==> src/rtl/core/vpd_pkg.sv <==
`timescale 1ns / 1ps

package vpd_pkg;

    localparam int PAGE_BYTES   = 4096;
    localparam int MAX_PAGES    = 64;
    localparam int PN_W         = 52;
    localparam int OFF_W        = 12;
    localparam int WORD_IDX_W   = 9;
    localparam int SLOT_W       = 6;
    localparam int COUNT_W      = 7;
    localparam int PAGE_ADDR_W  = SLOT_W + WORD_IDX_W;
    localparam int PAGE_WORDS   = MAX_PAGES * (PAGE_BYTES / 8);
    localparam int EPOCH_W      = 32;
    localparam int LIMIT_W      = 7;
    localparam int CFG_DATA_W   = 32;

    localparam logic REQ_READ   = 1'b0;
    localparam logic REQ_COMMIT = 1'b1;

    localparam logic REG_START_EPOCH  = 1'b0;
    localparam logic REG_RECORD_LIMIT = 1'b1;

    typedef enum logic [2:0] {
        ST_OK        = 3'd0,
        ST_INVALID   = 3'd1,
        ST_FULL      = 3'd2,
        ST_NOT_FOUND = 3'd3,
        ST_STALE     = 3'd4,
        ST_ADVANCE   = 3'd5
    } status_code_t;

    typedef struct packed {
        logic         load;
        logic         pn_rd;
        logic         idx_inc;
        logic         hit_take;
        logic         create;
        logic         clr_step;
        logic         ver_take;
        logic         word_rd;
        logic         word_b;
        logic         word_wr;
        logic         word_take;
        logic         ver_wr;
        logic         set_res;
        status_code_t res_code;
        logic         emit;
    } dp_cmd_t;

    typedef struct packed {
        logic bad;
        logic commit;
        logic scan_end;
        logic hit;
        logic can_create;
        logic clear_last;
        logic ver_match;
        logic can_advance;
        logic crosses;
        logic out_free;
    } dp_status_t;

endpackage

==> src/rtl/core/vpd_ctrl.sv <==
`timescale 1ns / 1ps

module vpd_ctrl import vpd_pkg::*; (
    input  logic       aclk,
    input  logic       aresetn,
    input  logic       s_valid,
    output logic       s_ready,
    input  dp_status_t sts,
    output dp_cmd_t    cmd
);

    typedef enum logic [3:0] {
        S_IDLE,
        S_CHECK,
        S_PN_RD,
        S_PN_CMP,
        S_VER_RD,
        S_VER_CHK,
        S_RD_WAIT,
        S_WA_WR,
        S_WB_RD,
        S_WB_WR,
        S_VER_WR,
        S_CLEAR,
        S_RESP
    } state_t;

    state_t state_reg;
    state_t state_next;

    assign s_ready = (state_reg == S_IDLE);

    always_comb begin
        cmd        = '0;
        cmd.res_code = ST_OK;
        state_next = state_reg;
        unique case (state_reg)
            S_IDLE: begin
                if (s_valid) begin
                    cmd.load   = 1'b1;
                    state_next = S_CHECK;
                end
            end
            S_CHECK: begin
                if (sts.bad) begin
                    cmd.set_res  = 1'b1;
                    cmd.res_code = ST_INVALID;
                    state_next   = S_RESP;
                end else begin
                    state_next = S_PN_RD;
                end
            end
            S_PN_RD: begin
                if (!sts.scan_end) begin
                    cmd.pn_rd  = 1'b1;
                    state_next = S_PN_CMP;
                end else if (sts.commit) begin
                    cmd.set_res  = 1'b1;
                    cmd.res_code = ST_NOT_FOUND;
                    state_next   = S_RESP;
                end else if (sts.can_create) begin
                    cmd.create = 1'b1;
                    state_next = S_CLEAR;
                end else begin
                    cmd.set_res  = 1'b1;
                    cmd.res_code = ST_FULL;
                    state_next   = S_RESP;
                end
            end
            S_PN_CMP: begin
                if (sts.hit) begin
                    cmd.hit_take = 1'b1;
                    state_next   = S_VER_RD;
                end else begin
                    cmd.idx_inc = 1'b1;
                    state_next  = S_PN_RD;
                end
            end
            S_VER_RD: begin
                state_next = S_VER_CHK;
            end
            S_VER_CHK: begin
                if (!sts.commit) begin
                    cmd.ver_take = 1'b1;
                    cmd.word_rd  = 1'b1;
                    state_next   = S_RD_WAIT;
                end else if (!sts.ver_match) begin
                    cmd.set_res  = 1'b1;
                    cmd.res_code = ST_STALE;
                    state_next   = S_RESP;
                end else if (!sts.can_advance) begin
                    cmd.set_res  = 1'b1;
                    cmd.res_code = ST_ADVANCE;
                    state_next   = S_RESP;
                end else begin
                    cmd.ver_take = 1'b1;
                    cmd.word_rd  = 1'b1;
                    state_next   = S_WA_WR;
                end
            end
            S_RD_WAIT: begin
                cmd.word_take = 1'b1;
                cmd.set_res   = 1'b1;
                state_next    = S_RESP;
            end
            S_WA_WR: begin
                cmd.word_wr = 1'b1;
                state_next  = sts.crosses ? S_WB_RD : S_VER_WR;
            end
            S_WB_RD: begin
                cmd.word_rd = 1'b1;
                cmd.word_b  = 1'b1;
                state_next  = S_WB_WR;
            end
            S_WB_WR: begin
                cmd.word_wr = 1'b1;
                cmd.word_b  = 1'b1;
                state_next  = S_VER_WR;
            end
            S_VER_WR: begin
                cmd.ver_wr  = 1'b1;
                cmd.set_res = 1'b1;
                state_next  = S_RESP;
            end
            S_CLEAR: begin
                cmd.clr_step = 1'b1;
                if (sts.clear_last) begin
                    cmd.set_res = 1'b1;
                    state_next  = S_RESP;
                end
            end
            S_RESP: begin
                if (sts.out_free) begin
                    cmd.emit   = 1'b1;
                    state_next = S_IDLE;
                end
            end
            default: state_next = S_IDLE;
        endcase
    end

    always_ff @(posedge aclk) begin
        if (!aresetn) begin
            state_reg <= S_IDLE;
        end else begin
            state_reg <= state_next;
        end
    end

endmodule

==> config.mk <==
export PLATFORM = sky130hd
export DESIGN_NAME = vpd_ctrl
export DESIGN_NICKNAME = d
export VERILOG_FILES = /design/src/rtl/core/vpd_pkg.sv /design/src/rtl/core/vpd_ctrl.sv
export SDC_FILE = /design/constraint.sdc
export NUM_CORES = 1
export LEC_CHECK = 0
export ABC_AREA = 1
export BUFFER_PORTS_ARGS = -buffer_cell sky130_fd_sc_hd__buf_2
export CAP_MARGIN = 30
export CORE_UTILIZATION = 40
export DETAILED_ROUTE_END_ITERATION = 8
export PLACE_DENSITY = 0.74
export SLEW_MARGIN = 20
export SYNTH_ARGS = -nofsm -noshare
export SYNTH_HDL_FRONTEND = slang
export SYNTH_SLANG_ARGS = --single-unit
==> constraint.sdc <==
create_clock -name aclk -period 1.28 [get_ports aclk]
set_input_delay 0.064 -clock aclk [delete_from_list [all_inputs] [get_ports aclk]]
set_output_delay 0.064 -clock aclk [all_outputs]
set_load 0.005 [all_outputs]
After elaboration in Yosys (flattened, before gate mapping). Index checks and enable logic that the tools add are counted.

Memory bits (writable): 0. Output and inout port bits: 18. Register bits after elaboration: 4. Memories: 0. Latch bits: 0. Logic and storage cells: 67. Bits in read-only memories: 0.

Multiplexer cells: 46. Shift operators: 0. Divide/modulo/power cells: 0. $add $sub $neg: 0. Reduce and logical (&&, ||, !) cells: 5. Magnitude comparators: 0. Eq/ne operators: 15. $mul: 0. Bitwise operators: 0.

Operator list (number): $mux W4 (16); $pmux W4 S12 (1); $eq A4 B4 Y1 const B (5); $mux W1 (19); $eq A4 B3 Y1 const B (4); $mux W2 (5); $pmux W3 S3 (1); $eq A4 B2 Y1 const B (2); $mux W3 (2); $ne A2 B2 Y1 const B (3); $reduce_or A2 Y1 (3); $pmux W1 S5 (1); $eq A4 B1 Y1 const B (1); $logic_not A4 Y1 (1); $reduce_and A3 Y1 (1); $pmux W1 S2 (1).

Longest topological paths before layout. Gate-level depths: netlist of run 1.

Depth in word-level cells: 4. Gate-level depth with buffers: 9. Gate-level depth less buffers: 9.

Worst setup path before layout of run 1. OpenSTA, ideal clock, no wires.

Kind: register -> register. Start point: register state_reg[3]. End point: register state_reg[1]. Setup slack: 157 ps. Path buffers: 0. Library setup time: 109 ps. Cell stages (with the launch flop): 10. Data required time: 1171 ps. Clock period less this slack: 1123 ps. Data arrival time: 1014 ps. Cell sequence: dfxtp_1 inv_1 nand2_1 nor2_2 o21ai_1 nand2_1 nor2_1 nand3_1 nand2_1 inv_1.

Longest elaborated chain between the ends: 3.

Ends and longest elaborated chain: start: declaration (RTL line vpd_ctrl.sv:28) `state_t state_reg;`; start signal: assignment (RTL line vpd_ctrl.sv:146) `state_reg <= state_next;`; $eq A4 B4 Y1 (tied with other cells) (RTL line vpd_ctrl.sv:37) `unique case (state_reg)`; $reduce_or A2 Y1 (no line) / $ne A2 B2 Y1 (equally long branches); $pmux W4 S12 / $reduce_and A3 Y1 (equally long branches).

Parallel ways exist; a longest one is shown, timed or not. A chain may end at the register's enable or synchronous reset.

==> flow_summary.ini, run 1 <==
[setup_path]
cp-start-kind = flip-flop
critical_path.max_stage_delay_ns = 0.39
path_class = reg2out
critPathMaxFanout = 4
crit_arrival_ns = 1.30
cp_cell_sequence = inv_4 -> nand2_4 -> buf_4 -> nand2_1 -> nand2_1 -> o2111ai_2 -> buf_2
r2r_end = state_reg[1]
crit_top_cell = nand2_1
rrSetupSlack_ns = 0.01
cp_top_family = flip-flops
cp-end-kind = primary output
path_buf_inv = 3
r2r_start = state_reg[3]
crit_slowest_cell = dfxtp_4
reg2reg_depth = 9
required_ns = 1.22

[logic_synthesis]
syn_nets = 125
yosysSeqAreaShare_pct = 15.1
synth.distinct_cells = 15
ys_warn_count = 0
synth-seq-cells = 4
synth_top_cell_by_area = nand2_1
synth_ff_type = dfxtp_1
avgSynthCellArea_um2 = 4.74
synthMostInstantiatedCell = nand2_1
synth_cells = 112
synth_area_um2 = 531
synthTopCellsByArea = nand2_1 27%, inv_1 18%, dfxtp_1 15%, nor2_1 13%, nand3_1 8.5%
synth_commonest_cells = 38 x nand2_1, 26 x inv_1, 18 x nor2_1
yosysTopAreaCellShare_pct = 26.9
synthArstFlopShare_pct = 0
synth_edf_count = 0

[global_route]
gr-total-overflow = 0
antenna_found_initial = 0
grt_pass1_vias = 728
grt_usage_pct = 27.6
grt_first_pass_wirelength_um = 2820
grt_max_degree = 8

[run_status]
status = finished, violations left
violations = negative setup slack

[clock_tree]
cts_max_path_buffers = 2
htreeDepth = 1
postCtsHoldBufs = 0
clock_latency_ns = 0.24
cts_root_buf = clkbuf_4
path_clk_slew_ns = 0.04
clkSinkCount = 4
numCtsBuffers = 3
cts_tree = built

[timing]
setup_viol = 6
fin_ws_ns = -0.0809
fmax_ghz = 0.735
tightest_slew_ns = 0.255
slew_headroom_pct = 82.9
slew_viol_final = 0
finClkSkew_ns = 0.00352
period_share_pct = 106
finalHoldViolCount = 0
timing.hold.ws_ns = 0.0296
period_needed_ns = 1.36
rsz0062_at_grt = true

[hold_path]
hold_start = aresetn
hp-class = in2reg
min_path_cells = 3
min_to = state_reg[1]

[floorplanning]
die-area_mm2 = 0.00148
fp.dieW_um = 38.4
io-pin-count = 31
chipHeight_um = 38.4
initial_core_util_pct = 45.3
core-area_mm2 = 0.00117
rows = 12

[route]
avgViaCountPerCell = 5.11
drc = 0
vias = 868
first_iter_violations = 27
wl_per_cell_um = 12.6
wirelength_um = 2140
dr.pass1.iters = 4
final_antenna_net_count = 0

[cells_and_area]
antennaDiodeCount = 0
final_util_pct = 77.7
syn_to_final_growth_pct = 71.5
drive_above_1_share_pct = 47.4
largest_reg_flops = 4
nets = 171

[power_and_ir_drop]
max-vdd-ir-drop_v = 0.00132
p_per_area_mw_per_mm2 = 1870
leakage_nw = 0.620

[placement]
port_buffers = 30
dp_hpwl_um = 1330
gp_congestion = 0.869

[flow_run]
cap_viol_max_count = 0
how the worst max path moves through the flow:
stage	start	end	slack [ns]	depth (start not counted)
floorplan	state_reg[3]	state_reg[1]	0.16	9
global placement	state_reg[3]	state_reg[1]	-0.08	9
detailed placement	state_reg[3]	state_reg[1]	-0.11	9
CTS	state_reg[3]	cmd[4]	-0.04	6
global route	state_reg[3]	cmd[4]	-0.12	7
finish	state_reg[3]	cmd[4]	-0.08	7
final cells by class:
type | count | area [um2]
inverters | 28 | 110
fillers | 99 | 262
repair buffers | 41 | 243
multi-input cells | 80 | 422
well taps | 14 | 17.5
clock buffers | 3 | 22.5
flip-flops and latches | 4 | 95.1
power breakdown:
group | leakage, nW | switching (mW) | internal [mW]
sequential | 0.0356 | 0.124 | 0.209
clock | 0.0138 | 0.0537 | 0.105
combinational | 0.571 | 0.690 | 0.518
tightest hold or removal path, delay by kind of cell:
| kind | cells | cell delay (ns) |
|---|---|---|
| buf+inv | 2 | 0.13 |
| simple gates | 1 | 0.05 |
through the flow:
step | total power [mW] | TNS (ns) | instances | setup WS [ns] | cell area, um2
after CTS | 1.50 | -0.0429 | 166 | -0.0429 | 845
after floorplan | 0.788 | 0 | 112 | 0.157 | 531
after global placement | 1.10 | -0.0819 | 158 | -0.0819 | 713
after detailed placement | 1.12 | -0.110 | 158 | -0.110 | 713
final | 1.70 | -0.230 | 170 | -0.0809 | 910
after global routing | 1.83 | -0.715 | 170 | -0.121 | 910
cells by family (layout without fill, tap and decap cells):
family	Yosys count	count (layout)	share of synthesized area [%]
AOI/OAI and AO/OA	8	8	8.73
buffers and inverters	28	72	19.8
DFF	4	4	15.1
and+or+nand+nor	72	72	56.4
repair_timing:
item	4_1_cts	5_1_grt
resized for setup	26	12
setup endpoints to repair	9	12
buffers inserted	5	4
pin swaps	6	6
per-layer routing:
layer  up-vias  track usage (%)  routed length [um]
met5         -                0                   0
li1        423                -                   -
met4         0             12.9                  69
met3        10             1.74                 112
met1       399             31.7                 858
met2        36             50.8                1100
cells in the final DEF, fill, tap and decap left out, drive strengths merged:
| cell | n |
|---|---|
| o21a | 1 |
| clkinv | 1 |
| o21ai | 3 |
| nand2 | 40 |
| nor2 | 22 |
| dfxtp | 4 |
| buf | 41 |
| nand3 | 9 |
| inv | 27 |
| o2111ai | 1 |
| a21oi | 3 |
| nand4 | 1 |
| clkbuf | 3 |
No activity file was read; power rests on OpenSTA's default activity.
==> run 2: changes to the inputs <==
GPL_TIMING_DRIVEN = 0   (was not set)
==> flow_summary.ini, run 2 (synthesized netlist as in run 1, its figures left out) <==
[setup_path]
crit_top_cell = nor2_4
cp-start-kind = flip-flop
cp_top_family = flip-flops
required_ns = 1.22
cp-end-kind = primary output
path_class = reg2out
path_buf_inv = 3
crit_slowest_cell = dfxtp_4
crit_arrival_ns = 1.25
critical_path.max_stage_delay_ns = 0.37
cp_cell_sequence = inv_4 -> nand2_4 -> nor2_4 -> nand2_2 -> inv_2 -> nor2_4 -> o2111ai_2 -> buf_2
critPathMaxFanout = 4

[timing]
slew_viol_final = 0
finalHoldViolCount = 0
period_share_pct = 102
rsz0062_at_grt = true
fmax_ghz = 0.764
period_needed_ns = 1.31
finClkSkew_ns = 0.00255
fin_ws_ns = -0.0296
slew_headroom_pct = 83.0
setup_viol = 2
tightest_slew_ns = 0.253

[power_and_ir_drop]
power.internal_mw = 0.863
p_clk_share_pct = 8.7
p_switching_mw = 0.840
max-vdd-ir-drop_v = 0.00143
p_per_area_mw_per_mm2 = 1890
swShare_pct = 49.3
seq_power_share_pct = 19.6
leakage_nw = 0.610
p_comb_share_pct = 71.7

[placement]
dp_hpwl_um = 1190
gp_congestion = 0.852
pre_cts_slack_ns = -0.0503
port_buffers = 30

[floorplanning]
die-area_mm2 = 0.00148
chipHeight_um = 38.4
initial_core_util_pct = 45.3
fp.dieW_um = 38.4
core-area_mm2 = 0.00117
io-pin-count = 31
rows = 12

[route]
vias = 811
dr.pass1.iters = 6
wl_per_cell_um = 10.7
final_antenna_net_count = 0
first_iter_violations = 20
topRoutingLayerUsed = met3
wl_met3_um = 63
wl_met2_um = 918
wl_met1_um = 797
wirelength_um = 1780
drc = 0
avgViaCountPerCell = 4.89

[run_status]
violations = negative setup slack
status = finished, violations left

[cells_and_area]
drive_above_1_share_pct = 46.7
antennaDiodeCount = 0
largest_reg_flops = 4
nets = 167
layout_common_cells = 32 x nand2_1, 30 x buf_2, 20 x inv_1
final_util_pct = 76.9
syn_to_final_growth_pct = 69.8
fillers = 90
layout_commonest_cell = nand2_1

[clock_tree]
cts_max_path_buffers = 2
cts_tree = built
numCtsBuffers = 3
path_clk_slew_ns = 0.04
htreeDepth = 1
clock_latency_ns = 0.23
cts_root_buf = clkbuf_4
clkSinkCount = 4

[global_route]
grt_first_pass_wirelength_um = 2620
gr-total-overflow = 0
grt_pass1_vias = 677
grt_max_degree = 7
grt_usage_pct = 24.6
antenna_found_initial = 0

[flow_run]
cap_viol_max_count = 0

[hold_path]
hp-class = in2reg
## run 2: timing repair
action	CTS	global route
setup endpoints to repair	8	10
pin swaps	7	6
hold buffers	0	0
setup buffers	6	1
resized for setup	26	15
## run 2: area by class of cell
class                           instances  area [um2]  share of cell area (%)
Multi-Input combinational cell         80         434                    48.2
Timing Repair Buffer                   37         219                    24.3
Inverter                               28         113                    12.5
Sequential cell                         4        95.1                    10.6
Clock buffer                            3        22.5                    2.50
Tap cell                               14        17.5                    1.94
## run 2: routing by layer
| metal | track usage [%] | vias to the layer above |
|---|---|---|
| li1 | - | 413 |
| met1 | 30.5 | 368 |
| met2 | 45.3 | 30 |
| met3 | 1.16 | 0 |
| met4 | 6.90 | 0 |
| met5 | 0 | - |
## run 2: power groups by stage
stage / clock [mW] / sequential, mW / combinational [mW]
3_3_place_gp: 0 / 0.246 / 0.789
4_1_cts: 0.156 / 0.302 / 1.04
5_1_grt: 0.155 / 0.341 / 1.35
3_5_place_dp: 0 / 0.247 / 0.792
2_1_floorplan: 0 / 0.232 / 0.556
6_report: 0.149 / 0.333 / 1.22
## run 2: worst paths after layout
check          startpoint            to  slack (ns)  cells after the start
max          state_reg[3]        cmd[4]       -0.03                      8
min               aresetn  state_reg[1]        0.04                      3
max reg2reg  state_reg[2]  state_reg[3]        0.06                      8
min reg2reg  state_reg[3]  state_reg[0]        0.74                      4
## run 2: tightest hold or removal path, stage by stage
cell	delay (ns)
buf_2	0.08
nand2_1	0.05
inv_1	0.04
## run 2: through the flow
stage	hold WS, ns	cells	cell area [um2]	setup TNS, ns	total power [mW]
floorplan	0.159	112	531	0	0.788
global placement	0.263	156	698	-0.0313	1.04
detailed placement	0.271	156	698	-0.0503	1.04
CTS	0.0316	165	838	-0.0220	1.50
global route	0.0404	166	901	-0.333	1.85
finish	0.0361	166	901	-0.0342	1.70
